<file path="src/design/mrfrs_pkg.sv">
// ----------------------------------------------------------------------------
// mrfrs_pkg: shared types and constants for the meter reply record store
// Operation codes, command bytes, status codes, field selects and the
// classified item that travels from the front end to the back end.
// ----------------------------------------------------------------------------
package mrfrs_pkg;

  // operation field of an input item
  localparam logic [1:0] OP_FRAME = 2'd0;
  localparam logic [1:0] OP_READ  = 2'd1;
  localparam logic [1:0] OP_CLEAR = 2'd2;

  // reply frame command bytes
  localparam logic [7:0] CMD_COUNT = 8'h2B;
  localparam logic [7:0] CMD_DATE  = 8'h25;
  localparam logic [7:0] CMD_PRESS = 8'h26;
  localparam logic [7:0] CMD_CLEAR = 8'h52;

  // progress status codes
  localparam logic [2:0] ST_WAITING  = 3'd0;
  localparam logic [2:0] ST_COUNT    = 3'd1;
  localparam logic [2:0] ST_DATE     = 3'd2;
  localparam logic [2:0] ST_PRESSURE = 3'd3;
  localparam logic [2:0] ST_CLEARED  = 3'd4;

  // field selects for a record read
  localparam logic [3:0] FLD_YEAR   = 4'd0;
  localparam logic [3:0] FLD_MONTH  = 4'd1;
  localparam logic [3:0] FLD_DAY    = 4'd2;
  localparam logic [3:0] FLD_HOUR   = 4'd3;
  localparam logic [3:0] FLD_MINUTE = 4'd4;
  localparam logic [3:0] FLD_IHB    = 4'd5;
  localparam logic [3:0] FLD_AVG    = 4'd6;
  localparam logic [3:0] FLD_SYS    = 4'd7;
  localparam logic [3:0] FLD_MAP    = 4'd8;
  localparam logic [3:0] FLD_DIA    = 4'd9;
  localparam logic [3:0] FLD_PULSE  = 4'd10;

  // front-to-back queue
  localparam int Q_DEPTH = 2;
  localparam int QAW     = $clog2(Q_DEPTH);

  // what the back end has to do with an item
  typedef enum logic [2:0] {
    K_NOP,    // good frame with unknown command, or unused operation
    K_BAD,    // checksum mismatch
    K_COUNT,
    K_DATE,
    K_PRESS,
    K_CLEAR,  // 0x52 frame
    K_READ,
    K_WAIT    // status clear operation
  } kind_t;

  typedef struct packed {
    kind_t      kind;
    logic [7:0] b2;
    logic [7:0] b3;
    logic [7:0] b4;
    logic [7:0] b5;
    logic [6:0] rec_idx;
    logic [3:0] fld_sel;
  } q_entry_t;

  typedef struct packed {
    logic [6:0] year;
    logic [3:0] month;
    logic [4:0] day;
    logic [4:0] hour;
    logic [5:0] minute;
    logic       ihb;
    logic       avg;
  } date_rec_t;

  typedef struct packed {
    logic [7:0] sys;
    logic [7:0] map;
    logic [7:0] dia;
    logic [7:0] pulse;
  } press_rec_t;

endpackage

</file>
<file path="src/design/mrfrs_queue.sv">
// ----------------------------------------------------------------------------
// mrfrs_queue: short queue between front end and back end
// Two-entry FIFO of classified items.
// ----------------------------------------------------------------------------
module mrfrs_queue (
  input  logic                clk,
  input  logic                rst_n,
  input  logic                push,
  input  mrfrs_pkg::q_entry_t push_entry,
  output logic                full,
  input  logic                pop,
  output logic                q_valid,
  output mrfrs_pkg::q_entry_t q_head
);
  import mrfrs_pkg::*;

  q_entry_t         mem_r [Q_DEPTH];
  logic [QAW-1:0]   wr_ptr_r;
  logic [QAW-1:0]   rd_ptr_r;
  logic [QAW:0]     count_r;
  logic [QAW:0]     count_nxt;

  assign full    = (count_r == (QAW+1)'(Q_DEPTH));
  assign q_valid = (count_r != '0);
  assign q_head  = mem_r[rd_ptr_r];

  always_comb begin
    count_nxt = count_r;
    if (push && !pop) begin
      count_nxt = count_r + 1'b1;
    end else if (pop && !push) begin
      count_nxt = count_r - 1'b1;
    end
  end

  always_ff @(posedge clk) begin
    if (!rst_n) begin
      wr_ptr_r <= '0;
      rd_ptr_r <= '0;
      count_r  <= '0;
    end else begin
      if (push) begin
        wr_ptr_r <= wr_ptr_r + 1'b1;
      end
      if (pop) begin
        rd_ptr_r <= rd_ptr_r + 1'b1;
      end
      count_r <= count_nxt;
    end
  end

  always_ff @(posedge clk) begin
    if (push) begin
      mem_r[wr_ptr_r] <= push_entry;
    end
  end

  a_count_bound: assert property (@(posedge clk) disable iff (!rst_n)
    count_r <= (QAW+1)'(Q_DEPTH))
    else $error("queue count above depth");

  a_no_overflow: assert property (@(posedge clk) disable iff (!rst_n)
    full |-> !push)
    else $error("push into full queue");

  a_no_underflow: assert property (@(posedge clk) disable iff (!rst_n)
    !q_valid |-> !pop)
    else $error("pop from empty queue");

endmodule

</file>
<file path="config.mk">
export PLATFORM = sky130hd
export DESIGN_NAME = mrfrs_queue
export DESIGN_NICKNAME = d
export VERILOG_FILES = /design/src/design/mrfrs_pkg.sv /design/src/design/mrfrs_queue.sv
export SDC_FILE = /design/constraint.sdc
export NUM_CORES = 1
export LEC_CHECK = 0
export ABC_AREA = 1
export BUFFER_PORTS_ARGS = -buffer_cell sky130_fd_sc_hd__buf_2
export CELL_PAD_IN_SITES_DETAIL_PLACEMENT = 0
export CELL_PAD_IN_SITES_GLOBAL_PLACEMENT = 1
export CORE_MARGIN = 4
export CORE_UTILIZATION = 47
export DETAILED_ROUTE_END_ITERATION = 7
export HOLD_SLACK_MARGIN = 0.05
export MAX_ROUTING_LAYER = met4
export PLACE_DENSITY = 0.79
export SETUP_SLACK_MARGIN = 0.4
export SLEW_MARGIN = 5
export SYNTH_ARGS = -nofsm -noshare
export SYNTH_HDL_FRONTEND = slang
export SYNTH_SLANG_ARGS = --single-unit
</file>
<file path="constraint.sdc">
create_clock -name clk -period 7.7 [get_ports clk]
set_input_delay 0.385 -clock clk [delete_from_list [all_inputs] [get_ports clk]]
set_output_delay 0.385 -clock clk [all_outputs]
set_load 0.005 [all_outputs]
</file>
==> impl_metrics.json <==
{
  "clk_pin_slew_ns": 0.09,
  "hold_path_class": "input port to flop",
  "die_x_um": 97.3,
  "crit_path_start_kind": "flop",
  "finalSetupViolCount": 0,
  "ir_worst_vdd_mv": 0.125,
  "vias": 1817,
  "cts_tree": "built",
  "syn_to_final_growth_pct": 19.1,
  "tns_ns": 0,
  "min_period_over_period_pct": 29.2,
  "clkSinkCount": 97,
  "rows": 32,
  "cts-resized-gates": 0,
  "ctsHoldBuffers": 0,
  "post-route-util_pct": 57.8,
  "cp_max_fo": 46,
  "cts_inserted_buffers": 9,
  "slew_viol_final": 0,
  "whs_ns": 0.224,
  "fmaxAchievable_mhz": 445,
  "overflow": 0,
  "drv_cap": 0,
  "cts_max_level": 3,
  "skew_ns": 0.00813,
  "yosys_warnings": 0,
  "clockBufferDepth": 2,
  "maxSlewHeadroom_pct": 33.1,
  "dr.pass1.iters": 4,
  "first_global_vias": 1896,
  "diodes": 0,
  "arrival_ns": 1.86,
  "post_cts_buffers": 0,
  "p_leak_uw": 0.00180,
  "finalHoldViolCount": 0,
  "critPathKind": "flop to primary output",
  "syn_inst": 178,
  "rsz0062_at_grt": "false",
  "min_period_ns": 2.25,
  "core_um2": 7730,
  "status": "finished clean",
  "place_congestion": 0.684,
  "drcViolationCount": 0,
  "start_util_pct": 48.5,
  "crit_required_ns": 7.32,
  "hpwl_mm": 3.83,
  "dp_slack_ns": 5.82,
  "via_per_inst": 4.66,
  "grt_pass1_wl_mm": 9.32,
  "power_density_nw_per_um2": 226,
  "synth.distinct_cells": 14,
  "syn_avg_cell_area_um2": 21.1,
  "antenna_found_initial": 0,
  "insertion_delay_ns": 0.34,
  "drive_gt1_share_pct": 56.6,
  "fin_ws_ns": 5.45,
  "num-nets-final": 334,
  "tightest_slew_ns": 1.00,
  "ios": 98,
  "fp.dieH_um": 97.3,
  "track_usage_pct": 13.2,
  "cts_root_buf": "clkbuf_8",
  "mostFrequentLayoutCell": "buf_2",
  "die_area_um2": 9470,
  "antenna_left": 0,
  "port_buffers": 97,
  "wl_per_cell_um": 14.9,
  "synth_area_um2": 3750,
  "ys_seq_area_share_pct": 76.3,
  "grt_max_degree": 47,
  "final_cell_mix": "buf_2 (97), edfxtp_1 (92), mux2_4 (40)",
  "synth_nets": 229,
  "initialDrtViolationCount": 65,
  "totalWireLength_mm": 5.80,
  "yosys_register_bits": 97,
  "end_kind": "primary output"
}
## kinds of logic after synthesis
family / count (synthesis) / synth area share (%)
multiplexers: 46 / 17.8
AO/OA/AOI/OAI: 2 / 0.267
AND/OR/NAND/NOR: 19 / 2.00
adder cells (fa/ha/maj): 1 / 0.334
buffers and inverters: 13 / 3.24
flip-flops: 97 / 76.3
## per-stage QoR
step,cell area (um^2),std cells,total power [uW]
after floorplan,3750,178,698
after global placement,4300,374,738
after detailed placement,4300,374,741
after CTS,4470,390,1020
after global routing,4470,390,1060
final,4470,390,1010
## critical path, cell delays in order (launching register included)
cell and delay [ns]:
dfxtp_2 0.32, buf_4 0.63, mux2_2 0.41, buf_2 0.13
## flip-flops by register name, summed over array words and instances (netlist names), named ones only
name / count
count_r: 2
mem_r: 92
rd_ptr_r: 1
wr_ptr_r: 1
## synth_stat cells
library cell	number	area, um^2
a21oi_1	1	5.00
buf_12	4	80.1
buf_6	1	11.3
dfxtp_1	5	100
edfxtp_1	92	2760
ha_1	1	12.5
inv_1	8	30.0
mux2_2	6	67.6
mux2_4	40	601
nand2_1	9	33.8
nand3_1	1	5.00
nand4_1	1	6.26
nor2_1	8	30.0
o21ai_0	1	5.00
## final timing paths
kind / from / to / slack, ns / cells past startpoint
max: flop / q_head[30] / 5.45 / 3
min: push_entry[8] / mem_r[0][8] / 0.22 / 1
max reg2reg: wr_ptr_r / mem_r[1][3] / 6.09 / 2
min reg2reg: rd_ptr_r / flop / 0.51 / 2
## area by class of cell
cell class / instances / area (um^2)
fill: 600 / 3260
sequential: 97 / 2860
multi-input combinational: 68 / 773
timing repair buffer: 99 / 500
tap: 102 / 128
clock buffer: 9 / 124
clock inverter: 7 / 47.5
inverter: 8 / 30.0
## power by group
| group | internal (uW) | total, uW | switching [uW] | leakage (uW) |
|---|---|---|---|---|
| Combinational | 60.2 | 111 | 50.4 | 0.000812 |
| Clock | 117 | 282 | 165 | 0.0000866 |
| Sequential | 609 | 616 | 7.21 | 0.000905 |
| Total | 786 | 1010 | 223 | 0.00180 |
## layer usage
layer	routed length (um)	vias to the layer above	share of wire (%)	track usage, %
met1	2480	859	43	16.3
met3	437	9	7.5	3.59
met4	90	0	1.6	5.75
met5	0	-	0	-
met2	2790	69	48	20.5
li1	-	880	-	-
Power figures use the tool's default switching activity.
