File: src/design/mrfrs_pkg.sv
// ----------------------------------------------------------------------------
// mrfrs_pkg: shared types and constants for the meter reply record store
// Operation codes, command bytes, status codes, field selects and the
// classified item that travels from the front end to the back end.
// ----------------------------------------------------------------------------
package mrfrs_pkg;

  // operation field of an input item
  localparam logic [1:0] OP_FRAME = 2'd0;
  localparam logic [1:0] OP_READ  = 2'd1;
  localparam logic [1:0] OP_CLEAR = 2'd2;

  // reply frame command bytes
  localparam logic [7:0] CMD_COUNT = 8'h2B;
  localparam logic [7:0] CMD_DATE  = 8'h25;
  localparam logic [7:0] CMD_PRESS = 8'h26;
  localparam logic [7:0] CMD_CLEAR = 8'h52;

  // progress status codes
  localparam logic [2:0] ST_WAITING  = 3'd0;
  localparam logic [2:0] ST_COUNT    = 3'd1;
  localparam logic [2:0] ST_DATE     = 3'd2;
  localparam logic [2:0] ST_PRESSURE = 3'd3;
  localparam logic [2:0] ST_CLEARED  = 3'd4;

  // field selects for a record read
  localparam logic [3:0] FLD_YEAR   = 4'd0;
  localparam logic [3:0] FLD_MONTH  = 4'd1;
  localparam logic [3:0] FLD_DAY    = 4'd2;
  localparam logic [3:0] FLD_HOUR   = 4'd3;
  localparam logic [3:0] FLD_MINUTE = 4'd4;
  localparam logic [3:0] FLD_IHB    = 4'd5;
  localparam logic [3:0] FLD_AVG    = 4'd6;
  localparam logic [3:0] FLD_SYS    = 4'd7;
  localparam logic [3:0] FLD_MAP    = 4'd8;
  localparam logic [3:0] FLD_DIA    = 4'd9;
  localparam logic [3:0] FLD_PULSE  = 4'd10;

  // front-to-back queue
  localparam int Q_DEPTH = 2;
  localparam int QAW     = $clog2(Q_DEPTH);

  // what the back end has to do with an item
  typedef enum logic [2:0] {
    K_NOP,    // good frame with unknown command, or unused operation
    K_BAD,    // checksum mismatch
    K_COUNT,
    K_DATE,
    K_PRESS,
    K_CLEAR,  // 0x52 frame
    K_READ,
    K_WAIT    // status clear operation
  } kind_t;

  typedef struct packed {
    kind_t      kind;
    logic [7:0] b2;
    logic [7:0] b3;
    logic [7:0] b4;
    logic [7:0] b5;
    logic [6:0] rec_idx;
    logic [3:0] fld_sel;
  } q_entry_t;

  typedef struct packed {
    logic [6:0] year;
    logic [3:0] month;
    logic [4:0] day;
    logic [4:0] hour;
    logic [5:0] minute;
    logic       ihb;
    logic       avg;
  } date_rec_t;

  typedef struct packed {
    logic [7:0] sys;
    logic [7:0] map;
    logic [7:0] dia;
    logic [7:0] pulse;
  } press_rec_t;

endpackage

File: src/design/mrfrs_in_if.sv
// ----------------------------------------------------------------------------
// mrfrs_in_if: input channel of the meter reply record store
// Valid/ready channel carrying one operation with its frame and read request.
// ----------------------------------------------------------------------------
interface mrfrs_in_if;
  logic       valid;
  logic       ready;
  logic [1:0] operation;
  logic [7:0] frame_byte0;
  logic [7:0] frame_byte1;
  logic [7:0] frame_byte2;
  logic [7:0] frame_byte3;
  logic [7:0] frame_byte4;
  logic [7:0] frame_byte5;
  logic [7:0] frame_byte6;
  logic [7:0] frame_byte7;
  logic [6:0] record_index;
  logic [3:0] field_select;

  modport source (
    output valid, operation, frame_byte0, frame_byte1, frame_byte2, frame_byte3,
           frame_byte4, frame_byte5, frame_byte6, frame_byte7, record_index,
           field_select,
    input  ready
  );

  modport sink (
    input  valid, operation, frame_byte0, frame_byte1, frame_byte2, frame_byte3,
           frame_byte4, frame_byte5, frame_byte6, frame_byte7, record_index,
           field_select,
    output ready
  );
endinterface

File: src/design/mrfrs_front.sv
// ----------------------------------------------------------------------------
// mrfrs_front: item intake and classification
// Checks the frame checksum, decodes operation and command into a kind and
// pushes the classified item into the queue.
// ----------------------------------------------------------------------------
module mrfrs_front (
  mrfrs_in_if.sink            in_ch,
  input  logic                q_full,
  output logic                q_push,
  output mrfrs_pkg::q_entry_t q_entry
);
  import mrfrs_pkg::*;

  logic [7:0] sum;
  kind_t      kind;

  // low byte of bytes 0..6, wraps naturally at 8 bits
  assign sum = in_ch.frame_byte0 + in_ch.frame_byte1 + in_ch.frame_byte2 +
               in_ch.frame_byte3 + in_ch.frame_byte4 + in_ch.frame_byte5 +
               in_ch.frame_byte6;

  always_comb begin
    kind = K_NOP;
    case (in_ch.operation)
      OP_FRAME: begin
        if (sum != in_ch.frame_byte7) begin
          kind = K_BAD;
        end else begin
          case (in_ch.frame_byte1)
            CMD_COUNT: kind = K_COUNT;
            CMD_DATE:  kind = K_DATE;
            CMD_PRESS: kind = K_PRESS;
            CMD_CLEAR: kind = K_CLEAR;
            default:   kind = K_NOP;
          endcase
        end
      end
      OP_READ:  kind = K_READ;
      OP_CLEAR: kind = K_WAIT;
      default:  kind = K_NOP;
    endcase
  end

  assign in_ch.ready = !q_full;
  assign q_push      = in_ch.valid && !q_full;

  assign q_entry.kind    = kind;
  assign q_entry.b2      = in_ch.frame_byte2;
  assign q_entry.b3      = in_ch.frame_byte3;
  assign q_entry.b4      = in_ch.frame_byte4;
  assign q_entry.b5      = in_ch.frame_byte5;
  assign q_entry.rec_idx = in_ch.record_index;
  assign q_entry.fld_sel = in_ch.field_select;

endmodule

File: src/flat_wrapper.sv
// flat-port wrapper written by rule: the top's interface ports become plain ports
module mrfrs_front_flat import mrfrs_pkg::*;
  (q_full, q_push, q_entry, in_ch_valid, in_ch_operation, in_ch_frame_byte0, in_ch_frame_byte1, in_ch_frame_byte2, in_ch_frame_byte3, in_ch_frame_byte4, in_ch_frame_byte5, in_ch_frame_byte6, in_ch_frame_byte7, in_ch_record_index, in_ch_field_select, in_ch_ready);
  mrfrs_in_if in_ch_i ();
  input  logic q_full;
  output logic q_push;
  output mrfrs_pkg::q_entry_t q_entry;
  input wire logic [$bits(in_ch_i.valid)-1:0] in_ch_valid;
  input wire logic [$bits(in_ch_i.operation)-1:0] in_ch_operation;
  input wire logic [$bits(in_ch_i.frame_byte0)-1:0] in_ch_frame_byte0;
  input wire logic [$bits(in_ch_i.frame_byte1)-1:0] in_ch_frame_byte1;
  input wire logic [$bits(in_ch_i.frame_byte2)-1:0] in_ch_frame_byte2;
  input wire logic [$bits(in_ch_i.frame_byte3)-1:0] in_ch_frame_byte3;
  input wire logic [$bits(in_ch_i.frame_byte4)-1:0] in_ch_frame_byte4;
  input wire logic [$bits(in_ch_i.frame_byte5)-1:0] in_ch_frame_byte5;
  input wire logic [$bits(in_ch_i.frame_byte6)-1:0] in_ch_frame_byte6;
  input wire logic [$bits(in_ch_i.frame_byte7)-1:0] in_ch_frame_byte7;
  input wire logic [$bits(in_ch_i.record_index)-1:0] in_ch_record_index;
  input wire logic [$bits(in_ch_i.field_select)-1:0] in_ch_field_select;
  output wire logic [$bits(in_ch_i.ready)-1:0] in_ch_ready;
  assign in_ch_i.valid = in_ch_valid;
  assign in_ch_i.operation = in_ch_operation;
  assign in_ch_i.frame_byte0 = in_ch_frame_byte0;
  assign in_ch_i.frame_byte1 = in_ch_frame_byte1;
  assign in_ch_i.frame_byte2 = in_ch_frame_byte2;
  assign in_ch_i.frame_byte3 = in_ch_frame_byte3;
  assign in_ch_i.frame_byte4 = in_ch_frame_byte4;
  assign in_ch_i.frame_byte5 = in_ch_frame_byte5;
  assign in_ch_i.frame_byte6 = in_ch_frame_byte6;
  assign in_ch_i.frame_byte7 = in_ch_frame_byte7;
  assign in_ch_i.record_index = in_ch_record_index;
  assign in_ch_i.field_select = in_ch_field_select;
  assign in_ch_ready = in_ch_i.ready;
  mrfrs_front u_core (.in_ch(in_ch_i), .q_full(q_full), .q_push(q_push), .q_entry(q_entry));
endmodule
File: config.mk
export PLATFORM = sky130hd
export DESIGN_NAME = mrfrs_front_flat
export DESIGN_NICKNAME = d
export VERILOG_FILES = /design/src/design/mrfrs_pkg.sv /design/src/design/mrfrs_in_if.sv /design/src/design/mrfrs_front.sv /design/src/flat_wrapper.sv
export SDC_FILE = /design/constraint.sdc
export NUM_CORES = 1
export LEC_CHECK = 0
export BUFFER_PORTS_ARGS = -buffer_cell sky130_fd_sc_hd__buf_2
export CORE_ASPECT_RATIO = 0.5
export CORE_MARGIN = 5
export CORE_UTILIZATION = 38
export DETAILED_ROUTE_END_ITERATION = 6
export PLACE_DENSITY = 0.75
export RECOVER_POWER = 50
export SLEW_MARGIN = 0
export SYNTH_ARGS = -nofsm -noshare
export SYNTH_HDL_FRONTEND = slang
export SYNTH_SLANG_ARGS = --single-unit
File: constraint.sdc
create_clock -name vclk -period 6.1
set_clock_uncertainty 0.05 [all_clocks]
set_input_delay 0.305 -clock vclk [all_inputs]
set_output_delay 0.305 -clock vclk [all_outputs]
set_load 0.005 [all_outputs]
==> results.py, run 1 <==
metrics = {
    "final_layout": {
        "register_area_um2": 0,
        "fillCellCount": 466,
        "area_delta_synth_final_pct": 15.4,
        "nNetsFinal": 369,
        "antenna_cells": 0,
        "drive_gt1_share_pct": 38.8,
        "seq_cell_count": 0,
        "n_clock_buffer": 0,
        "finish.utilization_pct": 44.9,
    },
    "sta": {
        "max_freq_mhz": 211,
        "final.setup.tns_ns": 0,
        "slew_headroom_pct": 75.8,
        "setup_viol": 0,
        "rsz0062_at_grt": "no",
        "hold_slack_ns": 0.560,
        "drv_slew": 0,
        "layout_min_cycle_time_ns": 4.74,
        "worst_pin_slew_ns": 0.358,
        "final.period_utilization_pct": 77.7,
        "hold_viol": 0,
    },
    "critical_path": {
        "critPathMostFrequentCell": "fa_1",
        "startpoint_type": "input pin",
        "slowest_delay_ns": 0.54,
        "path_max_fanout": 3,
        "worstPathCellList": "buf_2 > fa_1 > inv_1 > fa_1 > fa_1 > inv_1 > fa_1 > fa_1 > a21o_1 > a21oi_1 > o21ai_0 > xnor2_1 > nand3_1 > o31a_1 > buf_2",
        "cp-end-kind": "output port",
        "cp.required_ns": 5.74,
        "arrival_ns": 4.39,
        "worst-setup-path-type": "input pin to output port",
        "crit_slowest_cell": "fa_1",
    },
    "pwr": {
        "power_density_nw_per_um2": 304,
        "p_leak_nw": 1.07,
        "ir_drop_v": 0.000145,
    },
    "routing": {
        "drt-initial-drc-count": 22,
        "route.vias.total": 1326,
        "drc": 0,
        "drt-wirelength-per-cell_um": 11.9,
        "first_pass_iters": 4,
        "drtAntennaViolNets": 0,
        "totalWireLength_um": 3600,
        "routed_via_density": 4.39,
    },
    "logic_synthesis": {
        "synth_area_um2": 1690,
        "synth_nets": 305,
        "syn_avg_cell_area_um2": 9.23,
        "synth.yosys.warnings": 0,
        "ys_seq_area_share_pct": 0,
        "yosysUniqueCellTypes": 24,
        "synth_cells": 183,
    },
    "global_route": {
        "grt_start_max_net_pins": 7,
        "antenna_found_initial": 0,
        "grt_pass1_vias": 1363,
        "grt_first_pass_wirelength_um": 5750,
        "grt_overflow": 0,
        "grt_usage_pct": 11.5,
    },
    "floorplan": {
        "start_util_pct": 38.9,
        "die-area_um2": 5960,
        "coreArea_um2": 4340,
        "die_width_um": 104,
        "ios": 127,
        "row_count": 17,
        "die_y_um": 57.1,
    },
    "clocking": {
        "ctsHoldBuffers": 0,
        "post_cts_buffers": 0,
        "cts_resized": 0,
    },
    "place": {
        "io_buffer_count": 105,
        "gp_congestion": 0.777,
        "dpl.hpwl_um": 3540,
    },
    "hold_path": {
        "holdPathEnd": "q_entry[2]",
        "holdPathStages": 0,
        "min_path_type": "input pin to output port",
        "holdCritStartpoint": "in_ch_field_select[2]",
    },
    "job": {
        "maxCapViolCount": 0,
    },
    "run_status": {
        "status": "completed",
    },
}
==> power breakdown <==
| group | internal (W) | switching [W] |
|---|---|---|
| Clock | 0 | 0 |
| Combinational | 0.000299 | 0.000293 |
| Sequential | 0 | 0 |
| Total | 0.000299 | 0.000293 |
==> stage by stage <==
stage | power [W] | setup WS [ns] | cells | instance area (um^2)
final | 0.000592 | 1.36 | 302 | 1950
after global routing | 0.000687 | 1.06 | 302 | 1950
after CTS | 0.000603 | 1.33 | 302 | 1960
after detailed placement | 0.000600 | 1.33 | 302 | 1960
after global placement | 0.000563 | 1.45 | 302 | 1960
after floorplan | 0.000486 | 1.81 | 183 | 1690
==> worst max-delay path by stage <==
stage,from,slack (ns),endpoint
3_5_place_dp,in_ch_frame_byte6[2],1.33,q_entry[43]
6_report,in_ch_frame_byte6[2],1.36,q_entry[43]
5_1_grt,in_ch_frame_byte6[2],1.06,q_entry[43]
3_3_place_gp,in_ch_frame_byte6[2],1.45,q_entry[43]
2_1_floorplan,in_ch_frame_byte6[2],1.81,q_entry[43]
4_1_cts,in_ch_frame_byte6[2],1.33,q_entry[43]
==> layout by cell type, fill, tap and decap left out, drive strengths merged <==
master,count
xnor3,3
fa,32
nor2,5
inv,40
a21oi,4
xor2,2
buf,94
a21o,1
nand2,4
nand4,1
o21bai,1
o21ai,6
nand3b,2
nand2b,1
nor4bb,3
xnor2,16
nor4,1
nand3,2
nor2b,1
o31a,1
a211oi,2
clkbuf,11
ha,11
nor4b,1
==> logic make-up after synthesis <==
| kind of cell | share of synthesized area [%] |
|---|---|
| fa+ha+maj | 46.1 |
| simple gates | 7.26 |
| buf+inv | 28.0 |
| compound gates | 5.26 |
| xor+xnor | 13.4 |
==> worst max-delay path: cells and delay by family <==
family	cells	cell delay, ns
adder cells (fa/ha/maj)	5	2.55
AO/OA/AOI/OAI	4	0.86
buffers and inverters	4	0.34
XOR/XNOR	1	0.17
AND/OR/NAND/NOR	1	0.16
==> Yosys cell counts (all sizes together), types with 2 or more instances <==
master / instances / share of area [%]
nor4bb: 3 / 1.8
xnor2: 16 / 8.3
ha: 11 / 8.1
fa: 32 / 38
a211oi: 2 / 0.89
xor2: 2 / 1.0
buf: 43 / 19
o21ai: 6 / 1.8
nand3b: 2 / 0.89
nand2: 4 / 0.89
inv: 40 / 8.9
a21oi: 4 / 1.2
nand3: 2 / 0.59
xnor3: 3 / 4.1
nor2: 5 / 1.1
==> area by class of cell <==
| class | instances | area (um^2) | share of cell area, % |
|---|---|---|---|
| Timing Repair Buffer | 105 | 512 | 26.3 |
| Inverter | 40 | 150 | 7.70 |
| Multi-Input combinational cell | 100 | 1220 | 62.4 |
| Tap cell | 57 | 71.3 | 3.66 |
==> per-layer routing <==
layer,up-vias,routed length (um),global-route usage (%)
met5,-,0,0
met4,0,48,2.58
met3,12,202,1.13
met2,47,2090,24.8
met1,628,1250,12.0
li1,639,-,-
No activity file was read; power rests on OpenSTA's default activity.
==> run 2: changes to the inputs <==
- clock period: 6.1 -> 4.85 ns (I/O delays scaled with it)
==> results.py, run 2 (synthesized netlist as in run 1, its figures left out) <==
metrics = {
    "routing": {
        "drt-wirelength-per-cell_um": 11.9,
        "drt-initial-drc-count": 22,
        "totalWireLength_um": 3600,
        "route.vias.total": 1327,
        "routed_via_density": 4.39,
        "drc": 0,
        "drtAntennaViolNets": 0,
        "first_pass_iters": 4,
    },
    "critical_path": {
        "crit_buf_inv": 4,
        "worst-setup-path-type": "input pin to output port",
        "worstPathCellList": "buf_2 > fa_1 > inv_1 > fa_1 > fa_1 > inv_1 > fa_1 > ha_1 > a211oi_1 > nor2_1 > xnor2_1 > nor4_1 > nand3_1 > o31a_1 > buf_2",
        "path_delay_family": "adder cells",
        "startpoint": "in_ch_frame_byte6[2]",
        "startpoint_type": "input pin",
        "crit_slowest_cell": "fa_1",
        "path_max_fanout": 3,
        "cp.required_ns": 4.56,
        "slowest_delay_ns": 0.54,
        "arrival_ns": 4.29,
        "cp-end-kind": "output port",
        "setup.worst_path.end": "q_entry[43]",
        "critPathMostFrequentCell": "fa_1",
        "cp.depth": 15,
    },
    "sta": {
        "final.setup.tns_ns": 0,
        "setup_viol": 0,
        "drv_slew": 0,
        "max_freq_mhz": 218,
        "hold_viol": 0,
        "final.period_utilization_pct": 94.5,
        "worst_pin_slew_ns": 0.358,
        "slew_headroom_pct": 75.8,
        "rsz0062_at_grt": "no",
        "layout_min_cycle_time_ns": 4.58,
    },
    "final_layout": {
        "nNetsFinal": 369,
        "register_area_um2": 0,
        "finish.utilization_pct": 45.0,
        "antenna_cells": 0,
        "n_clock_buffer": 0,
        "final_common_cell": "buf_2",
        "area_delta_synth_final_pct": 15.7,
        "seq_cell_count": 0,
        "mostFrequentLayoutCells": "buf_2 (95), inv_1 (40), fa_1 (32)",
        "fillCellCount": 465,
        "multiInputGateArea_um2": 1220,
        "drive_gt1_share_pct": 39.6,
    },
    "floorplan": {
        "coreArea_um2": 4340,
        "row_count": 17,
        "die-area_um2": 5960,
        "start_util_pct": 38.9,
        "die_width_um": 104,
        "die_y_um": 57.1,
        "ios": 127,
    },
    "global_route": {
        "grt_overflow": 0,
        "grt_start_max_net_pins": 7,
        "antenna_found_initial": 0,
        "grt_pass1_vias": 1363,
        "grt.busiest_layer": "met2",
        "grt_first_pass_wirelength_um": 5750,
        "grtUsageMet1_pct": 12.0,
        "use_met2_pct": 24.8,
        "gr-usage-met3_pct": 1.13,
        "grt_usage_pct": 11.5,
    },
    "pwr": {
        "power_density_nw_per_um2": 387,
        "ir_drop_v": 0.000183,
        "p_clk_share_pct": 0,
        "p_switching_w": 0.000375,
        "pwr-share-comb_pct": 100.0,
        "p_seq_share_pct": 0,
        "switching_share_pct": 49.6,
        "p_leak_nw": 1.07,
        "p_int_w": 0.000381,
    },
    "hold_path": {
        "min_path_type": "input pin to output port",
    },
    "clocking": {
        "post_cts_buffers": 0,
    },
    "place": {
        "dpl.hpwl_um": 3540,
        "gp_congestion": 0.777,
        "io_buffer_count": 105,
    },
    "job": {
        "maxCapViolCount": 0,
    },
    "run_status": {
        "status": "completed",
    },
}
-- run 2: cell count changes in the layout (fill, tap and decap cells not counted), sizes merged --
cell / change
buf: +1
clkbuf: -1
-- run 2: power groups by stage --
| stage | registers [W] | clock network (W) | logic [W] |
|---|---|---|---|
| finish | 0 | 0 | 0.000756 |
| floorplan | 0 | 0 | 0.000612 |
| global placement | 0 | 0 | 0.000708 |
| CTS | 0 | 0 | 0.000759 |
| detailed placement | 0 | 0 | 0.000755 |
| global route | 0 | 0 | 0.000874 |
-- run 2: timing repair --
item	CTS	global route
gates resized for setup	0	1
hold buffers	0	0
setup endpoints to repair	0	2
-- run 2: metrics by stage --
stage	power (W)	cells	hold WS, ns	setup slack (ns)	cell area [um^2]
2_1_floorplan	0.000612	183	0.462	0.689	1690
3_3_place_gp	0.000708	302	0.435	0.321	1960
3_5_place_dp	0.000755	302	0.435	0.209	1960
4_1_cts	0.000759	302	0.435	0.203	1960
5_1_grt	0.000874	302	0.435	0.00923	1950
6_report	0.000756	302	0.435	0.269	1950
-- run 2: cell type report --
cell class / instances / share of cell area, %
Multi-Input combinational cell: 100 / 62.4
Tap cell: 57 / 3.65
Inverter: 40 / 7.68
Timing Repair Buffer: 105 / 26.2
-- run 2: how the worst min path moves through the flow --
| stage | endpoint | depth (start not counted) | startpoint | slack [ns] |
|---|---|---|---|---|
| final | q_entry[2] | 0 | in_ch_field_select[2] | 0.44 |
| after global routing | q_entry[4] | 0 | in_ch_record_index[0] | 0.44 |
| after CTS | q_entry[2] | 0 | in_ch_field_select[2] | 0.44 |
| after detailed placement | q_entry[2] | 0 | in_ch_field_select[2] | 0.44 |
| after global placement | q_entry[2] | 0 | in_ch_field_select[2] | 0.44 |
| after floorplan | in_ch_ready | 1 | q_full | 0.46 |
-- run 2: metal layers --
metal / vias to the layer above / routed length (um)
li1: 639 / -
met1: 629 / 1260
met2: 47 / 2090
met3: 12 / 202
met4: 0 / 48
met5: - / 0
==> run 3: changes to the inputs <==
- ABC_AREA: default -> 1
- PLACE_DENSITY: 0.75 -> 0.71
==> results.py, run 3 <==
metrics = {
    "final_layout": {
        "area_delta_synth_final_pct": 13.6,
        "nNetsFinal": 464,
        "fillCellCount": 524,
        "final_common_cell": "buf_2",
        "mostFrequentLayoutCells": "buf_2 (93), inv_1 (71), nand2_1 (62)",
        "fin_cells": 410,
        "seq_cell_count": 0,
        "n_clock_buffer": 0,
        "drive_gt1_share_pct": 28.5,
        "antenna_cells": 0,
        "multiInputGateArea_um2": 1340,
        "register_area_um2": 0,
    },
    "sta": {
        "hold_viol": 0,
        "layout_min_cycle_time_ns": 4.47,
        "hold_slack_ns": 0.435,
        "final.setup.tns_ns": 0,
        "max_freq_mhz": 224,
        "worst_pin_slew_ns": 0.258,
        "final.period_utilization_pct": 92.2,
        "rsz0062_at_grt": "no",
        "drv_slew": 0,
        "slew_headroom_pct": 82.6,
        "setup_viol": 0,
    },
    "critical_path": {
        "cp-end-kind": "output port",
        "crit_buf_inv": 5,
        "arrival_ns": 4.18,
        "path_delay_family": "adder cells",
        "cp.required_ns": 4.56,
        "crit_slowest_cell": "fa_1",
        "critPathMostFrequentCell": "fa_1",
        "worst-setup-path-type": "input pin to output port",
        "path_max_fanout": 4,
        "slowest_delay_ns": 0.54,
        "worstPathCellList": "buf_2 > fa_1 > inv_1 > fa_1 > fa_1 > inv_1 > fa_1 > fa_1 > inv_1 > nand2_1 > nand3_1 > nand2_1 > nor2_1 > nand3_1 > nor3_2 > nand2_1 > nor2_2 > nand3_1 > a21oi_1 > buf_2",
        "startpoint_type": "input pin",
    },
    "routing": {
        "drc": 0,
        "route.vias.total": 1722,
        "drtAntennaViolNets": 0,
        "totalWireLength_um": 3980,
        "first_pass_iters": 4,
        "drt-wirelength-per-cell_um": 9.71,
        "drt-initial-drc-count": 34,
        "routed_via_density": 4.20,
    },
    "floorplan": {
        "start_util_pct": 39.3,
        "coreArea_um2": 4950,
        "die-area_um2": 6750,
        "die_width_um": 111,
        "row_count": 18,
        "ios": 127,
        "die_y_um": 60.6,
    },
    "logic_synthesis": {
        "syn_avg_cell_area_um2": 6.98,
        "synth_top_area_share_pct": 32.9,
        "synth_area_um2": 1950,
        "synth_common_cells": "inv_1 (71), nand2_1 (62), buf_4 (43)",
        "synth_most_common_cell": "inv_1",
        "synth_cells": 279,
        "synth_nets": 401,
        "yosysUniqueCellTypes": 22,
        "ys_seq_area_share_pct": 0,
        "synth.yosys.warnings": 0,
        "synth_top_cell_by_area": "fa_1",
        "synth.top_cells.by_area": "fa_1 (33%), buf_4 (17%), inv_1 (14%)",
    },
    "global_route": {
        "grt_overflow": 0,
        "grt_start_max_net_pins": 9,
        "grt_usage_pct": 11.2,
        "grt_first_pass_wirelength_um": 6530,
        "antenna_found_initial": 0,
        "grt_pass1_vias": 1590,
    },
    "run_status": {
        "status": "completed",
    },
    "pwr": {
        "power_density_nw_per_um2": 388,
        "power_w": 0.000857,
        "switching_share_pct": 59.0,
        "p_seq_share_pct": 0,
        "p_clk_share_pct": 0,
        "pwr-share-comb_pct": 100.0,
        "ir_drop_v": 0.000156,
        "p_switching_w": 0.000506,
        "p_int_w": 0.000351,
        "p_leak_nw": 1.36,
    },
    "clocking": {
        "cts_resized": 0,
        "ctsHoldBuffers": 0,
        "post_cts_buffers": 0,
    },
    "place": {
        "io_buffer_count": 105,
        "place_inst": 410,
        "gp_congestion": 0.772,
        "dpl.hpwl_um": 3850,
    },
    "job": {
        "maxCapViolCount": 0,
    },
    "hold_path": {
        "min_path_type": "input pin to output port",
    },
}
[run 3: cell families after synthesis]
logic type | share of synthesized area [%]
buffers and inverters | 31.0
adders and majority gates | 39.9
AOI/OAI and AO/OA | 2.70
and+or+nand+nor | 23.2
xor gates and xnor gates | 3.15
[run 3: cell type report]
cell class,count,area share (%)
Multi-Input combinational cell,163,60.7
Timing Repair Buffer,105,23.1
Inverter,72,12.2
Tap cell,70,3.96
[run 3: path summary, 6_finish.rpt]
kind | from | endpoint | slack [ns] | cells after the start
hold / removal | in_ch_record_index[6] | q_entry[10] | 0.44 | 0
setup / recovery | in_ch_frame_byte6[2] | q_entry[45] | 0.38 | 20
[run 3: metal layers]
| metal | track usage, % | vias up | share of wire [%] |
|---|---|---|---|
| met1 | 15.5 | 747 | 43 |
| met2 | 20.2 | 61 | 49 |
| met4 | 0.867 | 0 | 0.95 |
| li1 | - | 908 | - |
| met5 | 0 | - | 0 |
| met3 | 1.20 | 6 | 6.6 |
[run 3: per-stage QoR]
stage | cell area (um^2) | util [%] | setup WS, ns
6_report | 2210 | 44.6 | 0.378
5_1_grt | 2210 | 44.6 | 0.0281
4_1_cts | 2230 | 44.9 | 0.358
3_5_place_dp | 2230 | 44.9 | 0.362
3_3_place_gp | 2230 | 44.9 | 0.388
2_1_floorplan | 1950 | - | 0.782
[run 3: power groups by stage]
stage	sequential [W]	combinational, W	clock [W]
final	0	0.000857	0
after detailed placement	0	0.000861	0
after global routing	0	0.00103	0
after CTS	0	0.000868	0
after global placement	0	0.000846	0
after floorplan	0	0.000734	0
